==> config.mk <==
export PLATFORM = sky130hd
export DESIGN_NAME = switch_panel_controller_unit_flat
export DESIGN_NICKNAME = d
export VERILOG_FILES = /design/src/rtl/spc_pkg.sv /design/src/rtl/spc_if.sv /design/src/rtl/spc_debounce.sv /design/src/rtl/spc_blink.sv /design/src/rtl/spc_ctrl.sv /design/src/rtl/switch_panel_controller_unit.sv /design/src/flat_wrapper.sv
export SDC_FILE = /design/constraint.sdc
export NUM_CORES = 1
export LEC_CHECK = 0
export ABC_AREA = 1
export BUFFER_PORTS_ARGS = -buffer_cell sky130_fd_sc_hd__clkbuf_2
export CAP_MARGIN = 20
export CORE_MARGIN = 10
export CORE_UTILIZATION = 33
export CTS_CLUSTER_SIZE = 12
export DETAILED_ROUTE_END_ITERATION = 8
export SLEW_MARGIN = 10
export SYNTH_ARGS = -nofsm -noshare
export SYNTH_HDL_FRONTEND = slang
export SYNTH_SLANG_ARGS = --single-unit
export TNS_END_PERCENT = 10
==> constraint.sdc <==
create_clock -name clk -period 5.73 [get_ports clk]
set_input_delay 1.719 -clock clk [delete_from_list [all_inputs] [get_ports clk]]
set_output_delay 1.719 -clock clk [all_outputs]
set_load 0.02 [all_outputs]
==> src/rtl/spc_pkg.sv <==
// shared types and constants of the switch panel controller
package spc_pkg;

  // switch slots, in debounce order
  localparam int SW_LIGHTS = 0;
  localparam int SW_VALET  = 1;
  localparam int SW_DOORS  = 2;
  localparam int SW_ACC    = 3;
  localparam int NUM_SW    = 4;

  // configuration register indexes
  localparam logic [1:0] CFG_HOLD_COUNT    = 2'd0;
  localparam logic [1:0] CFG_RELEASE_LEVEL = 2'd1;
  localparam logic [1:0] CFG_BLINK_PACE    = 2'd2;
  localparam logic [1:0] CFG_COMMIT_DELAY  = 2'd3;

  // configuration reset values
  localparam logic [7:0]  HOLD_COUNT_RST    = 8'hA0;
  localparam logic [7:0]  RELEASE_LEVEL_RST = 8'd10;
  localparam logic [11:0] BLINK_PACE_RST    = 12'h4B0;
  localparam logic [7:0]  COMMIT_DELAY_RST  = 8'd10;

  // blink counter: top bit slow, low bits steps left
  localparam logic [7:0] SLOW_BIT  = 8'h80;
  localparam logic [6:0] STEP_MASK = 7'h7F;

  localparam logic [7:0] BLINK_LIGHTS_ON  = 8'd8;
  localparam logic [7:0] BLINK_LIGHTS_OFF = SLOW_BIT | 8'd4;
  localparam logic [7:0] BLINK_ACC        = 8'd2;
  localparam logic [7:0] BLINK_VALET      = SLOW_BIT | 8'd20;
  localparam logic [7:0] BLINK_DOORS_ON   = 8'd16;
  localparam logic [7:0] BLINK_DOORS_OFF  = SLOW_BIT | 8'd6;

  // lamp position of each switch slot
  localparam logic [1:0] LAMP_POS [NUM_SW] = '{2'd0, 2'd3, 2'd2, 2'd1};

  // sound codes
  localparam logic [1:0] LSND_NONE   = 2'd0;
  localparam logic [1:0] LSND_ON     = 2'd1;
  localparam logic [1:0] LSND_OFF    = 2'd2;
  localparam logic [2:0] ASND_NONE   = 3'd0;
  localparam logic [2:0] ASND_LOW    = 3'd4;
  localparam logic [2:0] ASND_COMMIT = 3'd5;
  localparam logic [1:0] DSND_NONE   = 2'd0;
  localparam logic [1:0] DSND_PRESS  = 2'd1;
  localparam logic [1:0] DSND_REL    = 2'd2;

  // debounce status handed to the control logic
  typedef struct packed {
    logic [NUM_SW-1:0] hold;     // hold flags after this tick's debounce
    logic [NUM_SW-1:0] old_clr;  // old hold flags cleared by release
  } deb_stat_t;

  // blink counter loads from switch events
  typedef struct packed {
    logic [NUM_SW-1:0]       load;
    logic [NUM_SW-1:0][7:0]  value;
  } blink_load_t;

  // control part of one result
  typedef struct packed {
    logic       lights_relay;
    logic [2:0] acc_relays;
    logic [2:0] indicator_leds;
    logic [1:0] lights_sound;
    logic [2:0] acc_sound;
    logic       valet_sound;
    logic [1:0] doors_sound;
  } ctrl_res_t;

endpackage

==> src/rtl/spc_if.sv <==
// valid/ready channels carrying switch beats and result beats
interface spc_in_if;
  logic valid;
  logic ready;
  logic lights_switch;
  logic valet_switch;
  logic doors_switch;
  logic acc_switch;

  modport source (output valid, lights_switch, valet_switch, doors_switch, acc_switch,
                  input ready);
  modport sink (input valid, lights_switch, valet_switch, doors_switch, acc_switch,
                output ready);
endinterface

interface spc_out_if;
  logic       valid;
  logic       ready;
  logic       lights_relay;
  logic [2:0] acc_relays;
  logic [2:0] indicator_leds;
  logic [3:0] switch_lamps;
  logic [1:0] lights_sound;
  logic [2:0] acc_sound;
  logic       valet_sound;
  logic [1:0] doors_sound;

  modport source (output valid, lights_relay, acc_relays, indicator_leds, switch_lamps,
                  lights_sound, acc_sound, valet_sound, doors_sound,
                  input ready);
  modport sink (input valid, lights_relay, acc_relays, indicator_leds, switch_lamps,
                lights_sound, acc_sound, valet_sound, doors_sound,
                output ready);
endinterface

==> src/rtl/spc_debounce.sv <==
// integrating debounce counters and hold flags for the four switches
module spc_debounce (
  input  logic                         clk,
  input  logic                         rst,
  input  logic                         en,
  input  logic [spc_pkg::NUM_SW-1:0]   pressed,
  input  logic                         lights_clear,
  input  logic [7:0]                   hold_count,
  input  logic [7:0]                   release_level,
  output spc_pkg::deb_stat_t           stat
);

  logic [7:0] cnt      [spc_pkg::NUM_SW];
  logic [7:0] cnt_next [spc_pkg::NUM_SW];
  logic [spc_pkg::NUM_SW-1:0] hold;

  // count up while pressed, down while released
  always_comb begin
    stat.hold    = hold;
    stat.old_clr = '0;
    for (int i = 0; i < spc_pkg::NUM_SW; i++) begin
      cnt_next[i] = cnt[i];
      if (pressed[i]) begin
        if (cnt[i] < hold_count) begin
          cnt_next[i] = cnt[i] + 8'd1;
        end else begin
          stat.hold[i] = 1'b1;
        end
      end else if (cnt[i] != 8'd0) begin
        if (cnt[i] < release_level) begin
          stat.hold[i] = 1'b0;
          // doors keeps its old flag until its release event
          stat.old_clr[i] = (i != spc_pkg::SW_DOORS);
        end
        cnt_next[i] = cnt[i] - 8'd1;
      end
    end
  end

  // a lights event restarts its counter
  always_ff @(posedge clk) begin
    if (rst) begin
      hold <= '0;
      for (int i = 0; i < spc_pkg::NUM_SW; i++) begin
        cnt[i] <= '0;
      end
    end else if (en) begin
      hold <= stat.hold;
      for (int i = 0; i < spc_pkg::NUM_SW; i++) begin
        cnt[i] <= (i == spc_pkg::SW_LIGHTS && lights_clear) ? 8'd0 : cnt_next[i];
      end
    end
  end

endmodule

==> src/rtl/spc_blink.sv <==
// blink pacer and per-lamp blink counters
module spc_blink (
  input  logic                         clk,
  input  logic                         rst,
  input  logic                         en,
  input  logic [11:0]                  blink_pace,
  input  spc_pkg::blink_load_t         loads,
  output logic                         step,
  output logic [3:0]                   lamps_next
);

  logic [11:0] pace_cnt;
  logic [11:0] pace_cnt_next;
  logic [12:0] pace_inc;
  logic        parity;
  logic        parity_next;
  logic [7:0]  cnt      [spc_pkg::NUM_SW];
  logic [7:0]  cnt_next [spc_pkg::NUM_SW];
  logic [7:0]  cur      [spc_pkg::NUM_SW];
  logic [3:0]  lamps;

  // pacer compares the incremented count before wrapping
  always_comb begin
    pace_inc      = {1'b0, pace_cnt} + 13'd1;
    step          = pace_inc > {1'b0, blink_pace};
    pace_cnt_next = step ? 12'd0 : pace_inc[11:0];
    parity_next   = parity ^ step;
  end

  // event loads land first, then one blink step
  always_comb begin
    lamps_next = lamps;
    for (int i = 0; i < spc_pkg::NUM_SW; i++) begin
      cur[i]      = loads.load[i] ? loads.value[i] : cnt[i];
      cnt_next[i] = cur[i];
      if (step && (cur[i][6:0] & spc_pkg::STEP_MASK) != 7'd0 &&
          !((cur[i] & spc_pkg::SLOW_BIT) != 8'd0 && parity_next)) begin
        lamps_next[spc_pkg::LAMP_POS[i]] = ~cur[i][0];
        cnt_next[i] = cur[i] - 8'd1;
      end
    end
  end

  always_ff @(posedge clk) begin
    if (rst) begin
      pace_cnt <= '0;
      parity   <= 1'b0;
      lamps    <= '0;
      for (int i = 0; i < spc_pkg::NUM_SW; i++) begin
        cnt[i] <= '0;
      end
    end else if (en) begin
      pace_cnt <= pace_cnt_next;
      parity   <= parity_next;
      lamps    <= lamps_next;
      for (int i = 0; i < spc_pkg::NUM_SW; i++) begin
        cnt[i] <= cnt_next[i];
      end
    end
  end

endmodule

==> src/rtl/spc_ctrl.sv <==
// switch events: lights toggle, accessory choice and commit, valet and doors
module spc_ctrl (
  input  logic                 clk,
  input  logic                 rst,
  input  logic                 en,
  input  spc_pkg::deb_stat_t   stat,
  input  logic                 step,
  input  logic [7:0]           commit_delay,
  output logic                 lights_clear,
  output spc_pkg::blink_load_t loads,
  output spc_pkg::ctrl_res_t   res
);

  typedef enum logic [1:0] {
    PH_WAIT      = 2'd0,
    PH_COMMITTED = 2'd1,
    PH_RESET     = 2'd2
  } phase_t;

  localparam int L = spc_pkg::SW_LIGHTS;
  localparam int V = spc_pkg::SW_VALET;
  localparam int D = spc_pkg::SW_DOORS;
  localparam int A = spc_pkg::SW_ACC;

  logic [3:0] old_hold;
  logic [3:0] old_hold_next;
  logic       lights_on;
  logic       lights_on_next;
  logic [1:0] choice;
  logic [1:0] choice_next;
  phase_t     phase;
  phase_t     phase_next;
  logic [7:0] timer;
  logic [7:0] timer_next;
  logic [2:0] relays;
  logic [2:0] relays_next;
  logic [2:0] leds;
  logic [2:0] leds_next;
  logic [2:0] sel;

  always_comb begin
    old_hold_next  = old_hold & ~stat.old_clr;
    lights_on_next = lights_on;
    choice_next    = choice;
    phase_next     = phase;
    timer_next     = timer;
    relays_next    = relays;
    leds_next      = leds;
    sel            = '0;
    lights_clear   = 1'b0;
    loads          = '0;
    res.lights_sound = spc_pkg::LSND_NONE;
    res.acc_sound    = spc_pkg::ASND_NONE;
    res.valet_sound  = 1'b0;
    res.doors_sound  = spc_pkg::DSND_NONE;

    // lights hold event toggles the relay
    if (stat.hold[L] && !old_hold_next[L]) begin
      old_hold_next[L] = 1'b1;
      lights_clear     = 1'b1;
      loads.load[L]    = 1'b1;
      if (lights_on) begin
        res.lights_sound = spc_pkg::LSND_OFF;
        loads.value[L]   = spc_pkg::BLINK_LIGHTS_OFF;
        lights_on_next   = 1'b0;
      end else begin
        res.lights_sound = spc_pkg::LSND_ON;
        loads.value[L]   = spc_pkg::BLINK_LIGHTS_ON;
        lights_on_next   = 1'b1;
      end
    end

    // accessory press steps the choice or resets after a commit
    if (stat.hold[A] && !old_hold_next[A] && phase != PH_RESET) begin
      old_hold_next[A] = 1'b1;
      loads.load[A]    = 1'b1;
      loads.value[A]   = spc_pkg::BLINK_ACC;
      if (phase == PH_COMMITTED) begin
        leds_next        = '0;
        res.acc_sound    = spc_pkg::ASND_LOW;
        choice_next      = 2'd0;
        phase_next       = PH_RESET;
        old_hold_next[A] = 1'b0;
        relays_next      = '0;
      end else begin
        choice_next = choice + 2'd1;
        if (choice_next == 2'd0) begin
          leds_next     = '0;
          res.acc_sound = spc_pkg::ASND_LOW;
        end else begin
          leds_next     = 3'b001 << (choice_next - 2'd1);
          res.acc_sound = {1'b0, choice_next};
          timer_next    = 8'd0;
        end
      end
    end

    // pending choice commits once the timer passes the delay
    if (phase_next == PH_WAIT && choice_next != 2'd0 && timer_next > commit_delay) begin
      sel           = 3'b001 << (choice_next - 2'd1);
      phase_next    = PH_COMMITTED;
      leds_next     = leds_next | sel;
      relays_next   = relays_next | sel;
      res.acc_sound = spc_pkg::ASND_COMMIT;
    end

    // reset phase ends once the accessory switch lets go
    if (!stat.hold[A] && phase_next == PH_RESET) begin
      phase_next = PH_WAIT;
    end

    // valet hold event
    if (stat.hold[V] && !old_hold_next[V]) begin
      res.valet_sound  = 1'b1;
      loads.load[V]    = 1'b1;
      loads.value[V]   = spc_pkg::BLINK_VALET;
      old_hold_next[V] = 1'b1;
    end

    // doors press and release events
    if (stat.hold[D] && !old_hold_next[D]) begin
      res.doors_sound  = spc_pkg::DSND_PRESS;
      loads.load[D]    = 1'b1;
      loads.value[D]   = spc_pkg::BLINK_DOORS_ON;
      old_hold_next[D] = 1'b1;
    end else if (!stat.hold[D] && old_hold_next[D]) begin
      res.doors_sound  = spc_pkg::DSND_REL;
      loads.load[D]    = 1'b1;
      loads.value[D]   = spc_pkg::BLINK_DOORS_OFF;
      old_hold_next[D] = 1'b0;
    end

    // commit timer counts blink steps, saturating
    if (step && timer_next != 8'hFF) begin
      timer_next = timer_next + 8'd1;
    end

    res.lights_relay   = lights_on_next;
    res.acc_relays     = relays_next;
    res.indicator_leds = leds_next;
  end

  always_ff @(posedge clk) begin
    if (rst) begin
      old_hold  <= '0;
      lights_on <= 1'b0;
      choice    <= '0;
      phase     <= PH_WAIT;
      timer     <= '0;
      relays    <= '0;
      leds      <= '0;
    end else if (en) begin
      old_hold  <= old_hold_next;
      lights_on <= lights_on_next;
      choice    <= choice_next;
      phase     <= phase_next;
      timer     <= timer_next;
      relays    <= relays_next;
      leds      <= leds_next;
    end
  end

endmodule

==> src/rtl/switch_panel_controller_unit.sv <==
// switch panel controller: input register, one-tick update, result register
// throughput: one beat per cycle while results are taken; a held result stalls the input
// the update for a tick is one pass through debounce, event and blink logic
// reset (synchronous, active high) clears the valid flags and panel state and restores register defaults
module switch_panel_controller_unit (
  input  logic       clk,
  input  logic       rst,
  input  logic       cfg_we,
  input  logic [1:0] cfg_index,
  input  logic [11:0] cfg_data,
  spc_in_if.sink     sw_in,
  spc_out_if.source  res_out
);

  logic [7:0]  hold_count;
  logic [7:0]  release_level;
  logic [11:0] blink_pace;
  logic [7:0]  commit_delay;

  logic       s1_valid;
  logic [3:0] s1_pressed;
  logic       advance;

  logic                 out_valid;
  spc_pkg::ctrl_res_t   out_res;
  logic [3:0]           out_lamps;

  spc_pkg::deb_stat_t   stat;
  spc_pkg::blink_load_t loads;
  spc_pkg::ctrl_res_t   res;
  logic                 lights_clear;
  logic                 step;
  logic [3:0]           lamps_next;

  // configuration registers
  always_ff @(posedge clk) begin
    if (rst) begin
      hold_count    <= spc_pkg::HOLD_COUNT_RST;
      release_level <= spc_pkg::RELEASE_LEVEL_RST;
      blink_pace    <= spc_pkg::BLINK_PACE_RST;
      commit_delay  <= spc_pkg::COMMIT_DELAY_RST;
    end else if (cfg_we) begin
      unique case (cfg_index)
        spc_pkg::CFG_HOLD_COUNT:    hold_count    <= cfg_data[7:0];
        spc_pkg::CFG_RELEASE_LEVEL: release_level <= cfg_data[7:0];
        spc_pkg::CFG_BLINK_PACE:    blink_pace    <= cfg_data;
        spc_pkg::CFG_COMMIT_DELAY:  commit_delay  <= cfg_data[7:0];
        default: ;
      endcase
    end
  end

  // tick moves on when the result register is free or draining
  assign advance     = s1_valid && (!out_valid || res_out.ready);
  assign sw_in.ready = !s1_valid || advance;

  // input register, pressed levels in switch slot order
  always_ff @(posedge clk) begin
    if (rst) begin
      s1_valid <= 1'b0;
    end else if (sw_in.ready) begin
      s1_valid <= sw_in.valid;
    end
  end

  always_ff @(posedge clk) begin
    if (sw_in.ready && sw_in.valid) begin
      s1_pressed <= {sw_in.acc_switch, sw_in.doors_switch,
                     ~sw_in.valet_switch, sw_in.lights_switch};
    end
  end

  spc_debounce u_debounce (
    .clk           (clk),
    .rst           (rst),
    .en            (advance),
    .pressed       (s1_pressed),
    .lights_clear  (lights_clear),
    .hold_count    (hold_count),
    .release_level (release_level),
    .stat          (stat)
  );

  spc_ctrl u_ctrl (
    .clk          (clk),
    .rst          (rst),
    .en           (advance),
    .stat         (stat),
    .step         (step),
    .commit_delay (commit_delay),
    .lights_clear (lights_clear),
    .loads        (loads),
    .res          (res)
  );

  spc_blink u_blink (
    .clk        (clk),
    .rst        (rst),
    .en         (advance),
    .blink_pace (blink_pace),
    .loads      (loads),
    .step       (step),
    .lamps_next (lamps_next)
  );

  // result register
  always_ff @(posedge clk) begin
    if (rst) begin
      out_valid <= 1'b0;
    end else if (advance) begin
      out_valid <= 1'b1;
    end else if (res_out.ready) begin
      out_valid <= 1'b0;
    end
  end

  always_ff @(posedge clk) begin
    if (advance) begin
      out_res   <= res;
      out_lamps <= lamps_next;
    end
  end

  assign res_out.valid          = out_valid;
  assign res_out.lights_relay   = out_res.lights_relay;
  assign res_out.acc_relays     = out_res.acc_relays;
  assign res_out.indicator_leds = out_res.indicator_leds;
  assign res_out.switch_lamps   = out_lamps;
  assign res_out.lights_sound   = out_res.lights_sound;
  assign res_out.acc_sound      = out_res.acc_sound;
  assign res_out.valet_sound    = out_res.valet_sound;
  assign res_out.doors_sound    = out_res.doors_sound;

endmodule

==> src/flat_wrapper.sv <==
// flat-port wrapper written by rule: the top's interface ports become plain ports
module switch_panel_controller_unit_flat 
  (clk, rst, cfg_we, cfg_index, cfg_data, sw_in_valid, sw_in_lights_switch, sw_in_valet_switch, sw_in_doors_switch, sw_in_acc_switch, sw_in_ready, res_out_valid, res_out_lights_relay, res_out_acc_relays, res_out_indicator_leds, res_out_switch_lamps, res_out_lights_sound, res_out_acc_sound, res_out_valet_sound, res_out_doors_sound, res_out_ready);
  spc_in_if sw_in_i ();
  spc_out_if res_out_i ();
  input  logic clk;
  input  logic rst;
  input  logic cfg_we;
  input  logic [1:0] cfg_index;
  input  logic [11:0] cfg_data;
  input wire logic [$bits(sw_in_i.valid)-1:0] sw_in_valid;
  input wire logic [$bits(sw_in_i.lights_switch)-1:0] sw_in_lights_switch;
  input wire logic [$bits(sw_in_i.valet_switch)-1:0] sw_in_valet_switch;
  input wire logic [$bits(sw_in_i.doors_switch)-1:0] sw_in_doors_switch;
  input wire logic [$bits(sw_in_i.acc_switch)-1:0] sw_in_acc_switch;
  output wire logic [$bits(sw_in_i.ready)-1:0] sw_in_ready;
  output wire logic [$bits(res_out_i.valid)-1:0] res_out_valid;
  output wire logic [$bits(res_out_i.lights_relay)-1:0] res_out_lights_relay;
  output wire logic [$bits(res_out_i.acc_relays)-1:0] res_out_acc_relays;
  output wire logic [$bits(res_out_i.indicator_leds)-1:0] res_out_indicator_leds;
  output wire logic [$bits(res_out_i.switch_lamps)-1:0] res_out_switch_lamps;
  output wire logic [$bits(res_out_i.lights_sound)-1:0] res_out_lights_sound;
  output wire logic [$bits(res_out_i.acc_sound)-1:0] res_out_acc_sound;
  output wire logic [$bits(res_out_i.valet_sound)-1:0] res_out_valet_sound;
  output wire logic [$bits(res_out_i.doors_sound)-1:0] res_out_doors_sound;
  input wire logic [$bits(res_out_i.ready)-1:0] res_out_ready;
  assign sw_in_i.valid = sw_in_valid;
  assign sw_in_i.lights_switch = sw_in_lights_switch;
  assign sw_in_i.valet_switch = sw_in_valet_switch;
  assign sw_in_i.doors_switch = sw_in_doors_switch;
  assign sw_in_i.acc_switch = sw_in_acc_switch;
  assign sw_in_ready = sw_in_i.ready;
  assign res_out_valid = res_out_i.valid;
  assign res_out_lights_relay = res_out_i.lights_relay;
  assign res_out_acc_relays = res_out_i.acc_relays;
  assign res_out_indicator_leds = res_out_i.indicator_leds;
  assign res_out_switch_lamps = res_out_i.switch_lamps;
  assign res_out_lights_sound = res_out_i.lights_sound;
  assign res_out_acc_sound = res_out_i.acc_sound;
  assign res_out_valet_sound = res_out_i.valet_sound;
  assign res_out_doors_sound = res_out_i.doors_sound;
  assign res_out_i.ready = res_out_ready;
  switch_panel_controller_unit u_core (.clk(clk), .rst(rst), .cfg_we(cfg_we), .cfg_index(cfg_index), .cfg_data(cfg_data), .sw_in(sw_in_i), .res_out(res_out_i));
endmodule
==> out/results.tsv, run 1 <==
metric	value	unit
Worst Setup Start Kind	flip-flop	
ys async rst share	0	
Avg WL per Cell	14.6	um
setup_tns	0	ns
n_diodes	0	
first-pass GRT wire length	42.9	mm
routability cong.	0.845	
overall power	0.00316	W
Mapped Cells	1301	
Netlist cell types	57	
# resized after CTS	0	
Post-Synth XOR/XNOR Area	0.0156	
WL final	25.7	mm
largest net degree at the start of global routing	47	
DR vias	8724	
post-synthesis mux area share	0.00106	
CTS tree	yes	
Core Area	31700	um^2
# clock sinks	169	
CTS buffer count	17	
Die Span X	200	um
worst-skew pair later-pin latency	0.44	ns
Layout Skew	0.0119	ns
DRC viols	0	
Worst-Margin Slew	0.906	ns
commonest non-fill, non-tap cells in the layout	nand2_1, inv_1, nor2_1	
register area	4250	um^2
row count	65	
CTS Buffer Depth	2	
max_cap viols	0	
Synth Cell Area	10700	um^2
critical path class	flip-flop to flip-flop	
CP Capture Type	flip-flop	
GR Util All Layers	0.134	
Ys Warns	0	
EDFF count, synth	87	
adder-cell share of the synthesized area	0.145	
Hold Vio Cnt, Final	0	
Required @ worst endpoint	5.91	ns
Hold Buf Count CTS	0	
Synth Register Bits	169	
largest family of logic cells by synthesized area	simple AND/OR/NAND/NOR gates	
Worst-path clk slew	0.07	ns
outcome	finished, final reports clean	
Worst EP arrival	4.21	ns
final setup fails	0	
DR pass1 iterations	6	
Hold WC Path Type	flip-flop to flip-flop	
CTS Root Cell	clkbuf_16	
grt ovf	0	
most common cell after layout, fill and taps aside	nand2_1	
final slew viol count	0	
area of the multi-input gates	5520	um^2
# Post-CTS Setup Buffers	0	
PortBufs	43	
fraction of layout cells with a size suffix above 1	0.104	
initial antenna violation count	0	
drt via density	4.97	
Slew headroom	0.396	
Filler Cells Inserted	3199	
power density over the cells	265	nW/um^2
nets	1486	
die height	200	um
RSZ-0062 raised after global routing	no	
initial core utilization	0.336	
post-synthesis sequential area ratio	0.399	
area delta synth->final	11.7	%
Tmin final	4.04	ns
IO Pins	44	
fmax	0.248	GHz
H-tree level count	4	
vias in the first global route	8521	
DRT antenna net count	0	
simple-gate portion of the synthesized area	0.206	
Synth Flop Type	edfxtp_1	
die area	39900	um^2
Leak Pwr	5.38	nW
Mapped Nets	1445	
maximum vdd drop	223	uV
Synth Area in Compound Gates	0.150	
HPWL Detailed	18.5	mm
Mapped Avg Cell Area	8.19	um^2
period utilisation layout	0.704	
Iter 0 DRT Violations	564	
crit path max fanout	10	
## registers in the layout, indices dropped and copies added, names as in the netlist, 8 cells and up
signal                   cells
u_core.u_ctrl.timer          8
u_core.u_blink.pace_cnt     12
u_core.blink_pace           12
u_core.release_level         8
u_core.commit_delay          8
u_core.hold_count            8
u_core.u_blink.cnt          32
u_core.u_debounce.cnt       32
## kinds of logic (layout without fill, tap and decap cells)
logic type | count (synthesis) | in the layout
and+or+nand+nor | 482 | 482
AOI/OAI and AO/OA | 281 | 281
buffers and inverters | 228 | 282
DFF | 169 | 169
adders and majority gates | 121 | 121
xor gates and xnor gates | 19 | 19
muxes | 1 | 1
## layout make-up
cell class	instances	area share
multi-input cells	904	0.463
flip-flops and latches	169	0.357
inverters	199	0.0629
well taps	402	0.0422
clock buffers	20	0.0375
repair buffers	51	0.0231
clock inverters	12	0.0137
## report_power, final
group          internal [W]  leakage (nW)  total, W  switching, W
clock              0.000706         0.296   0.00122      0.000514
combinational      0.000192          3.52  0.000543      0.000351
sequential          0.00134          1.57   0.00140     0.0000532
## path summary, 6_finish.rpt
kind | slack, ns | from | cells after the start | end
hold / removal | 0.45 | u_core.u_blink.lamps[3] | 2 | u_core.u_blink.lamps[3]
hold reg to reg | 0.45 | u_core.u_blink.lamps[3] | 2 | u_core.u_blink.lamps[3]
setup reg to reg | 1.69 | u_core.u_debounce.cnt[0][17] | 18 | u_core.u_blink.cnt[2][7]
setup / recovery | 1.69 | u_core.u_debounce.cnt[0][17] | 18 | u_core.u_blink.cnt[2][7]
## metal layers
metal  track usage  vias to the layer above  share of wire
met2         0.228                      132           0.47
met5             0                        -              0
met4        0.0502                        0          0.023
met1         0.165                     4063           0.47
li1              -                     4492              -
met3        0.0227                       37          0.031
## synthesized netlist by cell type (all sizes together) (4+ instances only)
master / number / area (um^2)
nor4: 8 / 50.1
dfxtp: 82 / 1640
a22o: 6 / 52.6
xor2: 17 / 149
o211ai: 13 / 97.6
ha: 117 / 1460
o21ai: 104 / 539
a31oi: 6 / 37.5
nand3b: 5 / 50.1
fa: 4 / 80.1
buf: 8 / 63.8
nand4: 22 / 165
nand3: 53 / 280
o22ai: 11 / 68.8
edfxtp: 87 / 2610
a211oi: 5 / 37.5
nor3: 19 / 100
clkbuf: 21 / 78.8
o21bai: 7 / 56.3
inv: 198 / 746
nor2: 128 / 533
a21oi: 114 / 571
nand2: 239 / 962
## critical path, cell delays in order, from the launching register on
cell	delay (ns)
edfxtp_1	0.47
ha_1	0.31
o21ai_0	0.09
a21oi_1	0.17
a211o_1	0.13
nand3_1	0.06
a21oi_1	0.12
nor3b_1	0.06
o21ai_0	0.45
ha_1	0.46
nor2_1	0.26
a21oi_1	0.13
ha_1	0.23
a21oi_1	0.13
nand2_1	0.15
nor2_1	0.21
nand3_1	0.11
o21ai_0	0.16
a21oi_1	0.06
## metrics by stage
stage / setup WS (ns) / instance area [um^2] / hold WS [ns] / cells / util
after floorplan: 1.15 / 10700 / 0.426 / 1301 / -
after global placement: 1.86 / 11300 / 0.437 / 1725 / 0.356
after detailed placement: 1.77 / 11300 / 0.442 / 1725 / 0.356
after CTS: 1.70 / 11900 / 0.457 / 1757 / 0.376
after global routing: 1.27 / 11900 / 0.479 / 1757 / 0.376
final: 1.69 / 11900 / 0.454 / 1757 / 0.376
No activity file was read; power rests on OpenSTA's default activity.
==> run 2, diff against run 1 <==
==> constraint.sdc (replaced) <==
create_clock -name clk -period 4.1 [get_ports clk]
set_input_delay 1.23 -clock clk [delete_from_list [all_inputs] [get_ports clk]]
set_output_delay 1.23 -clock clk [all_outputs]
set_load 0.02 [all_outputs]
==> run 2 against run 1 <==
Compared with the run above:
- clock-buffer cell count grew 2
- sequential cell count is the same
- clock skew grew 0.0073 ns
- non-clock buffer count grew 7
- utilization grew 0.12 points
- die area is the same
- register-to-register slack lost 1.3 ns
- first-iteration DRC count grew 5.3%
- cell count grew 0.40%
- critical endpoint unchanged
==> out/results.tsv, run 2 (same netlist as run 1, synthesis figures left out) <==
metric	value	unit
outcome	finished, final reports clean	
PortBufs	43	
HPWL Detailed	18.7	mm
CTS tree	yes	
GR Util All Layers	0.130	
Area after DPL	11400	um^2
# clock sinks	169	
setup_tns	0	ns
critical path class	flip-flop to flip-flop	
Leak Pwr	5.41	nW
crit path to	u_core.u_blink.cnt[2][7]	
sequential share of power	0.449	
Required @ worst endpoint	4.29	ns
Worst-Margin Slew	0.636	ns
H-tree level count	4	
CTS buffer count	17	
power density over the cells	364	nW/um^2
crit path max fanout	10	
Iter 0 DRT Violations	594	
first-pass GRT wire length	41.7	mm
Avg WL per Cell	14.5	um
RSZ-0062 raised after global routing	no	
most common cell after layout, fill and taps aside	nand2_1	
worst-skew pair later-pin latency	0.45	ns
final setup fails	0	
area delta synth->final	12.1	%
Layout Cells excl Fill	1764	
Clock Power Share	0.376	
biggest regs	u_core.u_blink.cnt: 32 flops, u_core.u_debounce.cnt: 32 flops	
Inst Count DP	1732	
initial antenna violation count	0	
CTS Buffer Depth	2	
routability cong.	0.860	
CTS Root Cell	clkbuf_16	
die area	39900	um^2
Die Span X	200	um
Worst EP arrival	3.91	ns
DRT antenna net count	0	
drt via density	4.95	
vias in the first global route	8271	
setup ws final	0.384	ns
Comb power frac	0.175	
grt ovf	0	
largest net degree at the start of global routing	55	
WL final	25.5	mm
Hold Vio Cnt, Final	0	
DR vias	8729	
Worst Setup Start Kind	flip-flop	
dpl ws	0.224	ns
max_cap viols	0	
DR pass1 iterations	5	
commonest non-fill, non-tap cells in the layout	nand2_1, inv_1, nor2_1	
period utilisation layout	0.906	
r2r endpoint	u_core.u_blink.cnt[2][7]	
initial core utilization	0.336	
Slew headroom	0.575	
Psw	0.00130	W
Worst-path clk slew	0.07	ns
metal1 wirelength	12.1	mm
Worst Setup SP	u_core.u_debounce.cnt[0][17]	
Core Area	31700	um^2
Reg2Reg Setup Slack	0.38	ns
fraction of layout cells with a size suffix above 1	0.112	
DR WL met3	938	um
row count	65	
fmax	0.269	GHz
Reg2Reg Depth	18	
final slew viol count	0	
n_diodes	0	
maximum vdd drop	307	uV
Tmin final	3.72	ns
routed wl met2	11.9	mm
Int Pwr	0.00305	W
nets	1493	
Top Layer Used	met4	
Hold WC Path Type	flip-flop to flip-flop	
Post-Layout Inst Area	11900	um^2
die height	200	um
RR Startpoint	u_core.u_debounce.cnt[0][17]	
Layout Skew	0.0192	ns
Sw Ratio	0.299	
IO Pins	44	
CP Capture Type	flip-flop	
DRC viols	0	
[run 2: worst min-delay path by stage]
stage	slack, ns	to	cells past startpoint	start
2_1_floorplan	0.43	u_core.u_ctrl.timer[7]	2	u_core.u_ctrl.timer[7]
3_3_place_gp	0.44	u_core.u_ctrl.timer[7]	2	u_core.u_ctrl.timer[7]
3_5_place_dp	0.44	u_core.u_ctrl.timer[7]	2	u_core.u_ctrl.timer[7]
4_1_cts	0.46	u_core.u_ctrl.timer[7]	2	u_core.u_ctrl.timer[7]
5_1_grt	0.49	u_core.u_ctrl.timer[7]	2	u_core.u_ctrl.timer[7]
6_report	0.45	u_core.u_ctrl.timer[7]	2	u_core.u_ctrl.timer[7]
[run 2: layout make-up]
cell class                      instances  area [um^2]
Clock buffer                           22          508
Clock inverter                         10         80.1
Fill cell                            3197        19800
Inverter                              199          749
Multi-Input combinational cell        904         5530
Sequential cell                       169         4260
Tap cell                              402          503
Timing Repair Buffer                   58          328
[run 2: metrics by stage]
stage | utilization | total power [W] | hold WS [ns]
6_report | 0.377 | 0.00435 | 0.452
4_1_cts | 0.377 | 0.00438 | 0.455
2_1_floorplan | - | 0.00254 | 0.426
3_5_place_dp | 0.358 | 0.00275 | 0.441
5_1_grt | 0.377 | 0.00458 | 0.487
3_3_place_gp | 0.358 | 0.00272 | 0.440
[run 2: power groups by stage]
stage                     Clock [W]  Sequential [W]  Combinational, W
after global placement            0         0.00199          0.000739
after CTS                   0.00166         0.00195          0.000763
after global routing        0.00174         0.00196          0.000878
final                       0.00163         0.00195          0.000763
after detailed placement          0         0.00199          0.000758
after floorplan                   0         0.00197          0.000567
[run 2: worst max-delay path: stages (launching register included)]
cell and delay [ns]:
edfxtp_1 0.47, ha_1 0.31, o21ai_0 0.07, a21oi_1 0.13, a211o_1 0.12, nand3_1 0.07, a21oi_1 0.13, nor3b_1 0.06
o21ai_1 0.28, ha_2 0.42, nor2_1 0.21, a21oi_1 0.13, ha_1 0.23, a21oi_1 0.14, nand2_1 0.15, nor2_1 0.20
nand3_1 0.12, o21ai_0 0.16, a21oi_1 0.06
[run 2: layer usage]
metal,vias up,global-route usage
met3,29,0.0237
met5,-,0
met1,4038,0.165
li1,4513,-
met2,149,0.218
met4,0,0.0451
[run 2: repair_timing]
item,CTS,global route
setup buffers,0,0
endpoints found under the setup margin,0,13
hold buffers,0,0
resized for setup,0,4
hold endpoints to repair,0,0
==> run 3, diff against run 2 <==
--- a/config.mk
+++ b/config.mk
@@ -12,7 +12,7 @@
 export CORE_UTILIZATION = 33
 export CTS_CLUSTER_SIZE = 12
 export DETAILED_ROUTE_END_ITERATION = 8
-export SLEW_MARGIN = 10
+export MAX_ROUTING_LAYER = met4
 export SYNTH_ARGS = -nofsm -noshare
 export SYNTH_HDL_FRONTEND = slang
 export SYNTH_SLANG_ARGS = --single-unit
==> run 3 against run 2 <==
Compared with the run above:
- sequential share of layout area unchanged
- critical path depth unchanged
- combinational power about the same
- cell area unchanged
- clock skew down 0.0050 ns
- sequential power about the same
- setup slack worse by 0.016 ns
- die area unchanged
- global-route usage up 0.37 points
- largest cell class unchanged
==> out/results.tsv, run 3 (same netlist as run 1, synthesis figures left out) <==
metric	value	unit
vias in the first global route	8277	
area of the multi-input gates	5530	um^2
setup_tns	0	ns
grt ovf	0	
slowest stage cell, crit path	edfxtp_1	
initial core utilization	0.336	
Iter 0 DRT Violations	581	
crit-path max cell delay	0.48	ns
area delta synth->final	12.1	%
largest net degree at the start of global routing	55	
die height	200	um
maximum vdd drop	308	uV
routability cong.	0.874	
CP Cell Sequence	ha_1 > o21ai_0 > a21oi_1 > a211o_1 > nand3_1 > a21oi_1 > nor3b_1 > o21ai_1 > ha_2 > nor2_1 > a21oi_1 > ha_1 > a21oi_1 > nand2_1 > nor2_1 > nand3_1 > o21ai_0 > a21oi_1	
CP Capture Type	flip-flop	
biggest regs	u_core.u_blink.cnt: 32 flops, u_core.u_debounce.cnt: 32 flops	
Core Area	31700	um^2
Hold Vio Cnt, Final	0	
row count	65	
drt via density	4.95	
PortBufs	43	
Tmin final	3.73	ns
crit path max fanout	10	
nets	1493	
CTS buffer count	17	
worst-skew pair later-pin latency	0.45	ns
Worst-path clk slew	0.07	ns
CTS tree	yes	
WL final	25.5	mm
IO Pins	44	
initial antenna violation count	0	
Hold WC Path Type	flip-flop to flip-flop	
Reg2Reg Depth	18	
RR Startpoint	u_core.u_debounce.cnt[0][17]	
n_diodes	0	
first-pass GRT wire length	41.7	mm
Layout Skew	0.0142	ns
Required @ worst endpoint	4.29	ns
worst hold start	u_core.u_ctrl.timer[7]	
Reg2Reg Setup Slack	0.37	ns
fraction of layout cells with a size suffix above 1	0.112	
# Post-CTS Setup Buffers	0	
DR pass1 iterations	5	
HPWL Detailed	18.7	mm
critical path class	flip-flop to flip-flop	
DRC viols	0	
Worst Setup Start Kind	flip-flop	
overall power	0.00435	W
CTS Buffer Depth	2	
Leak Pwr	5.41	nW
delay-heaviest family, CP	compound AO/OA/AOI/OAI gates	
Worst-Margin Slew	0.635	ns
CTS Root Cell	clkbuf_16	
max_cap viols	0	
most common cell after layout, fill and taps aside	nand2_1	
DRT antenna net count	0	
die area	39900	um^2
Slew headroom	0.576	
CP bufs+invs	0	
commonest non-fill, non-tap cells in the layout	nand2_1, inv_1, nor2_1	
# clock sinks	169	
Die Span X	200	um
Hold Path End	u_core.u_ctrl.timer[7]	
Filler Cells Inserted	3197	
DR vias	8723	
outcome	finished, final reports clean	
RSZ-0062 raised after global routing	no	
Hold Buf Count CTS	0	
power density over the cells	364	nW/um^2
GR Util All Layers	0.134	
fmax	0.268	GHz
final setup fails	0	
WHS Path Cells	2	
Crit path top cell by count	a21oi_1	
H-tree level count	4	
r2r endpoint	u_core.u_blink.cnt[2][7]	
register area	4260	um^2
Avg WL per Cell	14.4	um
period utilisation layout	0.910	
final slew viol count	0	
Worst EP arrival	3.92	ns
-- run 3: cell counts in the layout (fill, tap and decap cells not counted) --
No cell type changed its count.
-- run 3: per-stage QoR --
stage	util	cell area, um^2	instances	hold slack [ns]	worst slack [ns]
after detailed placement	0.358	11400	1732	0.441	0.224
final	0.377	11900	1764	0.452	0.367
after global placement	0.358	11400	1732	0.440	0.323
after global routing	0.377	11900	1764	0.487	0.00837
after CTS	0.377	11900	1764	0.455	0.223
after floorplan	-	10700	1301	0.426	0.0107
-- run 3: where the power goes --
group,switching [W],internal [W],leakage [nW],total (W)
registers,0.0000758,0.00188,1.57,0.00195
clock network,0.000738,0.000896,0.293,0.00163
logic,0.000488,0.000274,3.55,0.000762
-- run 3: area by class of cell --
type,count,area share
clock buffer,22,0.0425
clock inverter,10,0.00670
inverter,199,0.0627
multi-input combinational,904,0.462
sequential,169,0.356
tap,402,0.0421
timing repair buffer,58,0.0274
-- run 3: tightest hold or removal path: cells and delay by family, from the launching register on --
family,cells,cell delay (ns)
simple gates,2,0.10
flops,1,0.31
-- run 3: metal layers --
layer / vias up / track usage / share of wire
met1: 4036 / 0.166 / 0.47
met2: 145 / 0.218 / 0.47
met5: - / - / 0
li1: 4512 / - / -
met4: 0 / 0.0451 / 0.020
met3: 30 / 0.0230 / 0.038
-- run 3: what timing repair did --
item                                    4_1_cts  5_1_grt
hold endpoints to repair                      0        0
endpoints found under the setup margin        0       13
gates resized for setup                       0        4
-- run 3: how the worst max path moves through the flow --
stage          cells after the start                    startpoint  slack, ns                     endpoint
6_report                          18  u_core.u_debounce.cnt[0][17]       0.37     u_core.u_blink.cnt[2][7]
2_1_floorplan                      9                 res_out_ready       0.01  u_core.u_debounce.cnt[0][0]
4_1_cts                           18  u_core.u_debounce.cnt[0][17]       0.22     u_core.u_blink.cnt[2][7]
3_5_place_dp                      18  u_core.u_debounce.cnt[0][17]       0.22     u_core.u_blink.cnt[2][7]
3_3_place_gp                      18  u_core.u_debounce.cnt[0][17]       0.32     u_core.u_blink.cnt[2][7]
5_1_grt                           20  u_core.u_debounce.cnt[0][17]      0.008      u_core.u_blink.lamps[2]
